`src/rtl/websocket_frame_encoder_top_defines.svh`:
```
// Assertion macros used by the encoder top level.
`ifndef WEBSOCKET_FRAME_ENCODER_TOP_DEFINES_SVH
`define WEBSOCKET_FRAME_ENCODER_TOP_DEFINES_SVH

// Same-cycle implication, disabled during reset.
`define WSFE_ASSERT_NOW(label, clk, rst, ante, cons, msg) \
   label: assert property (@(posedge clk) disable iff (rst) (ante) |-> (cons)) \
      else $error(msg);

// Next-cycle implication, disabled during reset.
`define WSFE_ASSERT_NEXT(label, clk, rst, ante, cons, msg) \
   label: assert property (@(posedge clk) disable iff (rst) (ante) |=> (cons)) \
      else $error(msg);

`endif

```
`src/rtl/wsfe_pkg.sv`:
```
package wsfe_pkg;

   localparam int unsigned LEN_W = 63;

   localparam logic [7:0] FIN_BIT        = 8'h80;
   localparam logic [7:0] MASK_BIT       = 8'h80;
   localparam logic [6:0] LEN_MID_CODE   = 7'd126;
   localparam logic [6:0] LEN_LONG_CODE  = 7'd127;
   localparam logic [LEN_W-1:0] LEN_SHORT_LIMIT = LEN_W'(126);
   localparam logic [LEN_W-1:0] LEN_MID_MAX     = LEN_W'(65535);
   localparam logic [31:0] KEY_RESET    = 32'h0102_0304;

   localparam logic [3:0] SHORT_LAST_IDX = 4'd5;
   localparam logic [3:0] MID_LAST_IDX   = 4'd7;
   localparam logic [3:0] LONG_LAST_IDX  = 4'd13;
   localparam logic [3:0] SHORT_KEY_IDX  = 4'd2;
   localparam logic [3:0] MID_KEY_IDX    = 4'd4;
   localparam logic [3:0] LONG_KEY_IDX   = 4'd10;

   typedef enum logic [1:0] {
      CMD_HEADER = 2'd0,
      CMD_DATA   = 2'd1,
      CMD_DROP   = 2'd2
   } cmd_kind_type;

   typedef enum logic [1:0] {
      LEN_SHORT = 2'd0,
      LEN_MID   = 2'd1,
      LEN_LONG  = 2'd2
   } len_class_type;

   typedef struct packed {
      cmd_kind_type     kind;
      len_class_type    len_class;
      logic [3:0]       opcode;
      logic [LEN_W-1:0] length;
      logic [7:0]       data;
      logic             frame_end;
   } cmd_type;

   typedef struct packed {
      logic full;
      logic not_empty;
   } q_stat_type;

   function automatic logic [7:0] key_byte(input logic [31:0] key, input logic [1:0] pos);
      logic [7:0] b;
      unique case (pos)
         2'd0: b = key[31:24];
         2'd1: b = key[23:16];
         2'd2: b = key[15:8];
         2'd3: b = key[7:0];
         default: b = key[7:0];
      endcase
      return b;
   endfunction

endpackage

```
`src/rtl/wsfe_front.sv`:
```
module wsfe_front
   import wsfe_pkg::*;
(
   input  logic                 clock,
   input  logic                 reset,
   input  logic                 req_valid,
   output logic                 req_stall,
   input  logic                 req_start_frame,
   input  logic [3:0]           req_frame_opcode,
   input  logic [LEN_W-1:0]     req_frame_len,
   input  logic [7:0]           req_data_byte,
   input  logic [31:0]          cur_key,
   input  q_stat_type           q_stat,
   output logic                 push,
   output cmd_type              push_cmd
);

   logic [LEN_W-1:0] remain_ff, remain_in;
   logic [1:0]       pos_ff, pos_in;
   logic             open_frame;

   assign req_stall  = q_stat.full;
   assign push       = req_valid && !q_stat.full;
   assign open_frame = (remain_ff != '0);

   always_comb begin
      push_cmd           = '0;
      push_cmd.opcode    = req_frame_opcode;
      push_cmd.length    = req_frame_len;
      remain_in          = remain_ff;
      pos_in             = pos_ff;
      if (req_start_frame) begin
         push_cmd.kind = CMD_HEADER;
         if (req_frame_len < LEN_SHORT_LIMIT) begin
            push_cmd.len_class = LEN_SHORT;
         end else if (req_frame_len <= LEN_MID_MAX) begin
            push_cmd.len_class = LEN_MID;
         end else begin
            push_cmd.len_class = LEN_LONG;
         end
         push_cmd.frame_end = (req_frame_len == '0);
         remain_in          = req_frame_len;
         pos_in             = 2'd0;
      end else if (!open_frame) begin
         push_cmd.kind = CMD_DROP;
      end else begin
         push_cmd.kind      = CMD_DATA;
         push_cmd.data      = req_data_byte ^ key_byte(cur_key, pos_ff);
         push_cmd.frame_end = (remain_ff == LEN_W'(1));
         remain_in          = remain_ff - LEN_W'(1);
         pos_in             = pos_ff + 2'd1;
      end
   end

   always_ff @(posedge clock) begin
      if (reset) begin
         remain_ff <= '0;
         pos_ff    <= 2'd0;
      end else if (push) begin
         remain_ff <= remain_in;
         pos_ff    <= pos_in;
      end
   end

endmodule

```
`src/rtl/wsfe_queue.sv`:
```
module wsfe_queue
   import wsfe_pkg::*;
#(
   parameter int unsigned DEPTH = 4
) (
   input  logic       clock,
   input  logic       reset,
   input  logic       push,
   input  cmd_type    push_cmd,
   input  logic       pop,
   output cmd_type    head_cmd,
   output q_stat_type q_stat
);

   localparam int unsigned PTR_W = (DEPTH > 1) ? $clog2(DEPTH) : 1;
   localparam int unsigned CNT_W = $clog2(DEPTH + 1);

   cmd_type            entry_ff [DEPTH];
   logic [PTR_W-1:0]   wr_ptr_ff, wr_ptr_in;
   logic [PTR_W-1:0]   rd_ptr_ff, rd_ptr_in;
   logic [CNT_W-1:0]   count_ff, count_in;
   logic               do_push, do_pop;

   assign q_stat.full      = (count_ff == CNT_W'(DEPTH));
   assign q_stat.not_empty = (count_ff != '0);
   assign do_push          = push && !q_stat.full;
   assign do_pop           = pop && q_stat.not_empty;
   assign head_cmd         = entry_ff[rd_ptr_ff];

   always_comb begin
      wr_ptr_in = wr_ptr_ff;
      rd_ptr_in = rd_ptr_ff;
      count_in  = count_ff;
      if (do_push) begin
         wr_ptr_in = (wr_ptr_ff == PTR_W'(DEPTH - 1)) ? '0 : wr_ptr_ff + PTR_W'(1);
      end
      if (do_pop) begin
         rd_ptr_in = (rd_ptr_ff == PTR_W'(DEPTH - 1)) ? '0 : rd_ptr_ff + PTR_W'(1);
      end
      if (do_push && !do_pop) begin
         count_in = count_ff + CNT_W'(1);
      end else if (do_pop && !do_push) begin
         count_in = count_ff - CNT_W'(1);
      end
   end

   always_ff @(posedge clock) begin
      if (reset) begin
         wr_ptr_ff <= '0;
         rd_ptr_ff <= '0;
         count_ff  <= '0;
      end else begin
         wr_ptr_ff <= wr_ptr_in;
         rd_ptr_ff <= rd_ptr_in;
         count_ff  <= count_in;
      end
   end

   always_ff @(posedge clock) begin
      if (do_push) begin
         entry_ff[wr_ptr_ff] <= push_cmd;
      end
   end

endmodule

```
`src/rtl/wsfe_back.sv`:
```
module wsfe_back
   import wsfe_pkg::*;
(
   input  logic        clock,
   input  logic        reset,
   input  q_stat_type  q_stat,
   input  cmd_type     head_cmd,
   input  logic [31:0] cur_key,
   output logic        pop,
   output logic [3:0]  hdr_idx,
   output logic        rsp_valid,
   input  logic        rsp_stall,
   output logic [7:0]  rsp_out_byte,
   output logic        rsp_run_last,
   output logic        rsp_frame_end,
   output logic        rsp_order_error
);

   logic [3:0]  idx_ff, idx_in;
   logic        valid_ff, valid_in;
   logic [7:0]  byte_ff, byte_in;
   logic        last_ff, last_in;
   logic        fend_ff, fend_in;
   logic        err_ff, err_in;

   logic        out_free, emit;
   logic [3:0]  last_idx, key_idx, len_pos;
   logic [63:0] len_wide;
   logic [7:0]  hdr_byte, len_code;

   assign out_free = !valid_ff || !rsp_stall;
   assign emit     = q_stat.not_empty && out_free;
   assign len_wide = {1'b0, head_cmd.length};
   assign len_pos  = key_idx - idx_ff - 4'd1;

   always_comb begin
      unique case (head_cmd.len_class)
         LEN_SHORT: begin
            last_idx = SHORT_LAST_IDX;
            key_idx  = SHORT_KEY_IDX;
            len_code = MASK_BIT | {1'b0, head_cmd.length[6:0]};
         end
         LEN_MID: begin
            last_idx = MID_LAST_IDX;
            key_idx  = MID_KEY_IDX;
            len_code = MASK_BIT | {1'b0, LEN_MID_CODE};
         end
         LEN_LONG: begin
            last_idx = LONG_LAST_IDX;
            key_idx  = LONG_KEY_IDX;
            len_code = MASK_BIT | {1'b0, LEN_LONG_CODE};
         end
         default: begin
            last_idx = LONG_LAST_IDX;
            key_idx  = LONG_KEY_IDX;
            len_code = MASK_BIT | {1'b0, LEN_LONG_CODE};
         end
      endcase
   end

   always_comb begin
      priority if (idx_ff == 4'd0) begin
         hdr_byte = FIN_BIT | {4'd0, head_cmd.opcode};
      end else if (idx_ff == 4'd1) begin
         hdr_byte = len_code;
      end else if (idx_ff < key_idx) begin
         hdr_byte = len_wide[{len_pos[2:0], 3'b000} +: 8];
      end else begin
         hdr_byte = key_byte(cur_key, 2'(idx_ff - key_idx));
      end
   end

   always_comb begin
      idx_in   = idx_ff;
      pop      = 1'b0;
      valid_in = valid_ff && rsp_stall;
      byte_in  = byte_ff;
      last_in  = last_ff;
      fend_in  = fend_ff;
      err_in   = err_ff;
      if (emit) begin
         valid_in = 1'b1;
         unique case (head_cmd.kind)
            CMD_HEADER: begin
               byte_in = hdr_byte;
               last_in = (idx_ff == last_idx);
               fend_in = (idx_ff == last_idx) && head_cmd.frame_end;
               err_in  = 1'b0;
               if (idx_ff == last_idx) begin
                  pop    = 1'b1;
                  idx_in = 4'd0;
               end else begin
                  idx_in = idx_ff + 4'd1;
               end
            end
            CMD_DATA: begin
               byte_in = head_cmd.data;
               last_in = 1'b1;
               fend_in = head_cmd.frame_end;
               err_in  = 1'b0;
               pop     = 1'b1;
            end
            default: begin
               byte_in = 8'd0;
               last_in = 1'b1;
               fend_in = 1'b0;
               err_in  = 1'b1;
               pop     = 1'b1;
            end
         endcase
      end
   end

   always_ff @(posedge clock) begin
      if (reset) begin
         idx_ff   <= 4'd0;
         valid_ff <= 1'b0;
      end else begin
         idx_ff   <= idx_in;
         valid_ff <= valid_in;
      end
   end

   always_ff @(posedge clock) begin
      byte_ff <= byte_in;
      last_ff <= last_in;
      fend_ff <= fend_in;
      err_ff  <= err_in;
   end

   assign hdr_idx         = idx_ff;
   assign rsp_valid       = valid_ff;
   assign rsp_out_byte    = byte_ff;
   assign rsp_run_last    = last_ff;
   assign rsp_frame_end   = fend_ff;
   assign rsp_order_error = err_ff;

endmodule

```
`src/rtl/websocket_frame_encoder_top.sv`:
```
// Channel   Direction  Handshake         Beat content
// req_      in         req_valid/stall   start_frame, frame_opcode, frame_len, data_byte
// rsp_      out        rsp_valid/stall   out_byte, run_last, frame_end, order_error
// csr_      in         csr_wr_en         masking key (32 bits)
//
// A payload beat gives one output byte; it is registered in the command queue, then in the output register.
// A frame start gives 6, 8 or 14 output bytes, one per cycle from the back-end sequencer while rsp_ is not stalled.
// The command queue (QUEUE_DEPTH entries) lets payload beats enter while a header drains.
// Reset is synchronous; it closes any open frame and loads the key 0x01020304.
// A stall on rsp_ holds the output register; req_stall rises only when the queue is full.
`include "websocket_frame_encoder_top_defines.svh"

module websocket_frame_encoder_top
   import wsfe_pkg::*;
#(
   parameter int unsigned QUEUE_DEPTH = 4
) (
   input  logic             clock,
   input  logic             reset,
   input  logic             req_valid,
   output logic             req_stall,
   input  logic             req_start_frame,
   input  logic [3:0]       req_frame_opcode,
   input  logic [LEN_W-1:0] req_frame_len,
   input  logic [7:0]       req_data_byte,
   output logic             rsp_valid,
   input  logic             rsp_stall,
   output logic [7:0]       rsp_out_byte,
   output logic             rsp_run_last,
   output logic             rsp_frame_end,
   output logic             rsp_order_error,
   input  logic             csr_wr_en,
   input  logic [31:0]      csr_wr_data
);

   logic [31:0] key_ff;
   q_stat_type  q_stat;
   cmd_type     push_cmd, head_cmd;
   logic        push, pop;
   logic [3:0]  hdr_idx;

   always_ff @(posedge clock) begin
      if (reset) begin
         key_ff <= KEY_RESET;
      end else if (csr_wr_en) begin
         key_ff <= csr_wr_data;
      end
   end

   wsfe_front u_front (
      .clock              (clock),
      .reset              (reset),
      .req_valid          (req_valid),
      .req_stall          (req_stall),
      .req_start_frame    (req_start_frame),
      .req_frame_opcode   (req_frame_opcode),
      .req_frame_len      (req_frame_len),
      .req_data_byte      (req_data_byte),
      .cur_key            (key_ff),
      .q_stat             (q_stat),
      .push               (push),
      .push_cmd           (push_cmd)
   );

   wsfe_queue #(
      .DEPTH (QUEUE_DEPTH)
   ) u_queue (
      .clock    (clock),
      .reset    (reset),
      .push     (push),
      .push_cmd (push_cmd),
      .pop      (pop),
      .head_cmd (head_cmd),
      .q_stat   (q_stat)
   );

   wsfe_back u_back (
      .clock           (clock),
      .reset           (reset),
      .q_stat          (q_stat),
      .head_cmd        (head_cmd),
      .cur_key         (key_ff),
      .pop             (pop),
      .hdr_idx         (hdr_idx),
      .rsp_valid       (rsp_valid),
      .rsp_stall       (rsp_stall),
      .rsp_out_byte    (rsp_out_byte),
      .rsp_run_last    (rsp_run_last),
      .rsp_frame_end   (rsp_frame_end),
      .rsp_order_error (rsp_order_error)
   );

   `WSFE_ASSERT_NEXT(a_accept_fills_queue, clock, reset, req_valid && !req_stall, q_stat.not_empty, "accepted beat missing from queue")
   `WSFE_ASSERT_NOW(a_drop_beat_shape, clock, reset, rsp_valid && rsp_order_error, rsp_run_last && !rsp_frame_end && (rsp_out_byte == 8'd0), "malformed drop beat")
   `WSFE_ASSERT_NOW(a_hdr_idx_range, clock, reset, 1'b1, hdr_idx <= LONG_LAST_IDX, "header index out of range")

endmodule
```
`config.mk`:
```
export PLATFORM = sky130hd
export DESIGN_NAME = websocket_frame_encoder_top
export DESIGN_NICKNAME = d
export VERILOG_FILES = /design/src/rtl/wsfe_pkg.sv /design/src/rtl/wsfe_front.sv /design/src/rtl/wsfe_queue.sv /design/src/rtl/wsfe_back.sv /design/src/rtl/websocket_frame_encoder_top.sv
export VERILOG_INCLUDE_DIRS = /design/src /design/src/rtl
export SDC_FILE = /design/constraint.sdc
export NUM_CORES = 1
export LEC_CHECK = 0
export BUFFER_PORTS_ARGS = -buffer_cell sky130_fd_sc_hd__buf_2
export CAP_MARGIN = 20
export CORE_MARGIN = 5
export CORE_UTILIZATION = 42
export CTS_CLUSTER_DIAMETER = 50
export CTS_CLUSTER_SIZE = 28
export DETAILED_ROUTE_END_ITERATION = 8
export RECOVER_POWER = 25
export SLEW_MARGIN = 10
export SYNTH_ARGS = -nofsm -noshare
export SYNTH_HDL_FRONTEND = slang
export SYNTH_SLANG_ARGS = --single-unit
```
`constraint.sdc`:
```
create_clock -name clock -period 5.2 [get_ports clock]
set_input_delay 1.04 -clock clock [delete_from_list [all_inputs] [get_ports clock]]
set_output_delay 1.04 -clock clock [all_outputs]
set_load 0.03 [all_outputs]
```
==> flow_summary_export.csv <==
group,metric,value,unit
global_route,grt_pass1_wl,81480,um
synthesis,netlist_instances,1482,
power_and_ir_drop,p_int,7.139,mW
synthesis,synthMuxAreaShare,0.1122,
worst_setup_path,critical_path_class,"flop to flop",
clock_tree,post_cts_buffers,0,
power_and_ir_drop,p_switching,3.890,mW
synthesis,ys_async_sr_fraction,0,
detailed_routing,met1_length,23660,um
detailed_routing,dr.max_layer_used,"met4",
floorplan,start_util,0.4231,
clock_tree,cts.htree.levels,2,
global_route,grt_pass1_vias,12820,
sta,clock.fmax,270.3,MHz
final_layout,syn_to_final_growth,13.79,%
synthesis,ys_top_cells_by_count,"edfxtp_1, nand2_1, dfxtp_1, nor2_1, a21oi_1",
global_route,grt_max_degree,90,
sta,hold_violations,0,
global_route,antenna_found_initial,1,
detailed_routing,drt_iter0_markers,1485,
synthesis,synth-seq-area-share,0.6201,
detailed_routing,wl,55160,um
final_layout,fill_cells,4025,
floorplan,dieArea,51120,sq um
sta,period_minus_slack,3.700,ns
clock_tree,clock_path_buffers,3,
power_and_ir_drop,p_per_area,494.2,nW/um^2
power_and_ir_drop,comb_power_share,0.304,
sta,setup_viol,0,
synthesis,yosys.area.top_type_share,0.5068,
floorplan,ios,126,
worst_setup_path,start_kind,"flop",
job,cap_violations,0,
clock_tree,ctsResizeCount,0,
power_and_ir_drop,ir_drop,0.3316,mV
worst_setup_path,crit_required,5.71,ns
floorplan,die_h,226.1,um
final_layout,diodes,0,
worst_setup_path,crit_path_end_kind,"flop",
outcome,status,"finished clean",
synthesis,synth_cell_type_count,77,
clock_tree,clk_latency,0.59,ns
synthesis,synthesis.area,19610,sq um
sta,finClkSkew,0.02715,ns
global_route,grt_usage,0.2109,
place,globalplace.congestion,0.8859,
place,numPortBuffers,125,
worst_setup_path,worstPathArrival,4.21,ns
synthesis,synth_area_per_cell,13.23,sq um
power_and_ir_drop,p_seq_frac,0.396,
synthesis,synth-xor-area-share,0.005805,
sta,finalCritPeriodShare,0.7115,
power_and_ir_drop,power,11.03,mW
floorplan,die_x,226.1,um
clock_tree,root_buffer,"clkbuf_16",
power_and_ir_drop,leakage,7.408,nW
final_layout,drive_above_1_share,0.1771,
global_route,grt.overflow.total,0,
clock_tree,clock-sinks,442,
power_and_ir_drop,swShare,0.3527,
final_layout,fin_util,0.4814,
synthesis,synth_top_family_by_area,"simple AND/OR/NAND/NOR gates",
sta,maxSlewHeadroom,0.3484,
floorplan,num_rows,79,
final_layout,seqCellArea,12170,sq um
sta,fin_setup_tns,0,ns
detailed_routing,wire_per_inst,24.76,um
detailed_routing,avgViaCountPerCell,6.099,
detailed_routing,met2_length,25400,um
synthesis,netlist_top_cells_area,"edfxtp_1, dfxtp_1, mux4_2, a21oi_1, o21ai_0",
synthesis,synth_simple_gate_area_frac,0.1132,
sta,rsz0062_at_grt,"false",
synthesis,synth_adder_area_share,0.01378,
clock_tree,clk_pin_slew_worst_paths,0.07,ns
synthesis,ys_warn_count,0,
detailed_routing,vias,13590,
sta,slew_viol_final,0,
sta,worstMarginPinSlew,0.9774,ns
hold_path,min-delay-start,"u_front.remain_ff[39]",
synthesis,synth-compound-area-share,0.1116,
synthesis,synth_edf_count,331,
synthesis,post-synth-top-count-cell,"edfxtp_1",
synthesis,syn_nets,1616,
detailed_routing,drc,0,
hold_path,min_path_type,"flop to flop",
place,place_hpwl,36960,um
worst_setup_path,cp_max_fo,9,
synthesis,yosys.area.top_type,"edfxtp_1",
synthesis,ys.flop_type,"edfxtp_1",
clock_tree,cts_buffers,42,
final_layout,multi_input_area,7017,sq um
detailed_routing,antenna_left,0,
synthesis,ys_ff_latch,442,
clock_tree,hold_buffers,0,
power_and_ir_drop,pwr-share-clk,0.300,
final_layout,final_nets,1721,
floorplan,core,46360,sq um
detailed_routing,dr.pass1.iters,6,
clock_tree,cts_tree,"built",
detailed_routing,route.met3.wl,4437,um
==> power groups by stage <==
stage / combinational [mW] / sequential, mW / clock [mW]
after CTS: 3.38 / 4.37 / 3.36
after detailed placement: 3.36 / 4.45 / 0
after global placement: 3.35 / 4.43 / 0
after floorplan: 2.20 / 4.49 / 0
final: 3.35 / 4.37 / 3.31
after global routing: 3.62 / 4.40 / 3.51
==> final cells by class <==
cell class	count	area share
clock buffers	45	0.04855
clock inverters	33	0.01923
inverters	18	0.003027
multi-input cells	930	0.3144
flip-flops and latches	442	0.5453
well taps	607	0.03403
repair buffers	153	0.03549
==> cell usage in the layout, fill, tap and decap left out, types with 7 or more instances in the layout <==
master	synthesis	final
a211oi_1	15	15
a21o_1	16	16
a21oi_1	96	95
a222oi_1	8	8
a22o_1	13	13
a22oi_1	22	22
a31oi_1	11	11
and2_1	18	14
buf_2	17	71
buf_4	2	28
clkbuf_1	62	54
clkbuf_16	0	43
clkinv_8	0	7
dfxtp_1	111	109
edfxtp_1	331	331
ha_1	20	20
inv_1	17	17
inv_12	0	7
mux2i_1	32	32
mux4_2	83	83
nand2_1	117	117
nand2b_1	11	11
nand3_1	21	21
nand4_1	25	25
nor2_1	106	106
nor2b_1	9	9
nor3_1	31	31
nor3b_1	10	10
nor4_1	39	39
o21ai_0	92	92
o31ai_1	10	10
o41ai_1	9	9
or3_1	10	10
or4_1	15	15
xnor2_1	10	10
==> final timing paths <==
| path | endpoint | slack (ns) | cells after the start |
|---|---|---|---|
| max | u_queue.count_ff[2] | 1.50 | 14 |
| min | u_front.remain_ff[39] | 0.48 | 2 |
| max reg2reg | u_queue.count_ff[2] | 1.50 | 14 |
| min reg2reg | u_front.remain_ff[39] | 0.48 | 2 |
==> critical path, stage by stage, from the launching register on <==
cell and delay, ns:
dfxtp_4 0.37, mux4_2 0.53, inv_1 0.11, nand2_1 0.09, ha_1 0.29, nor2b_1 0.52, and3_1 0.36, nand2b_1 0.21
nand2_1 0.12, ha_1 0.24, inv_1 0.07, fa_1 0.17, xor2_1 0.07, or3_1 0.31, a21oi_1 0.14
==> metrics by stage <==
stage	cells	area, sq um	setup WS [ns]	hold WS [ns]
after floorplan	1482	19610	1.288	0.4480
after global placement	2149	20860	1.586	0.4585
after detailed placement	2149	20860	1.525	0.4682
after CTS	2227	22370	1.499	0.4779
after global routing	2228	22320	1.217	0.5022
final	2228	22320	1.500	0.4771
==> routing by layer <==
layer | GRT usage | up-vias
met5 | 0 | -
met4 | 0.06268 | 0
met3 | 0.04472 | 99
met2 | 0.3259 | 547
met1 | 0.3037 | 6896
li1 | - | 6047
==> registers in the layout, summed over array words and instances (netlist names), named ones only <==
signal	flops
key_ff	32
u_back.hdr_idx	4
u_back.rsp_frame_end	1
u_back.rsp_order_error	1
u_back.rsp_out_byte	8
u_back.rsp_run_last	1
u_back.rsp_valid	1
u_front.pos_ff	2
u_front.remain_ff	63
u_queue.count_ff	3
u_queue.entry_ff	320
u_queue.rd_ptr_ff	2
u_queue.wr_ptr_ff	2
==> kinds of logic after synthesis <==
kind of cell | count (synthesis)
XOR/XNOR | 13
AND/OR/NAND/NOR | 439
AO/OA/AOI/OAI | 341
buffers and inverters | 110
multiplexers | 116
adder cells (fa/ha/maj) | 21
flip-flops | 442
(Power assumes the default switching activity.)
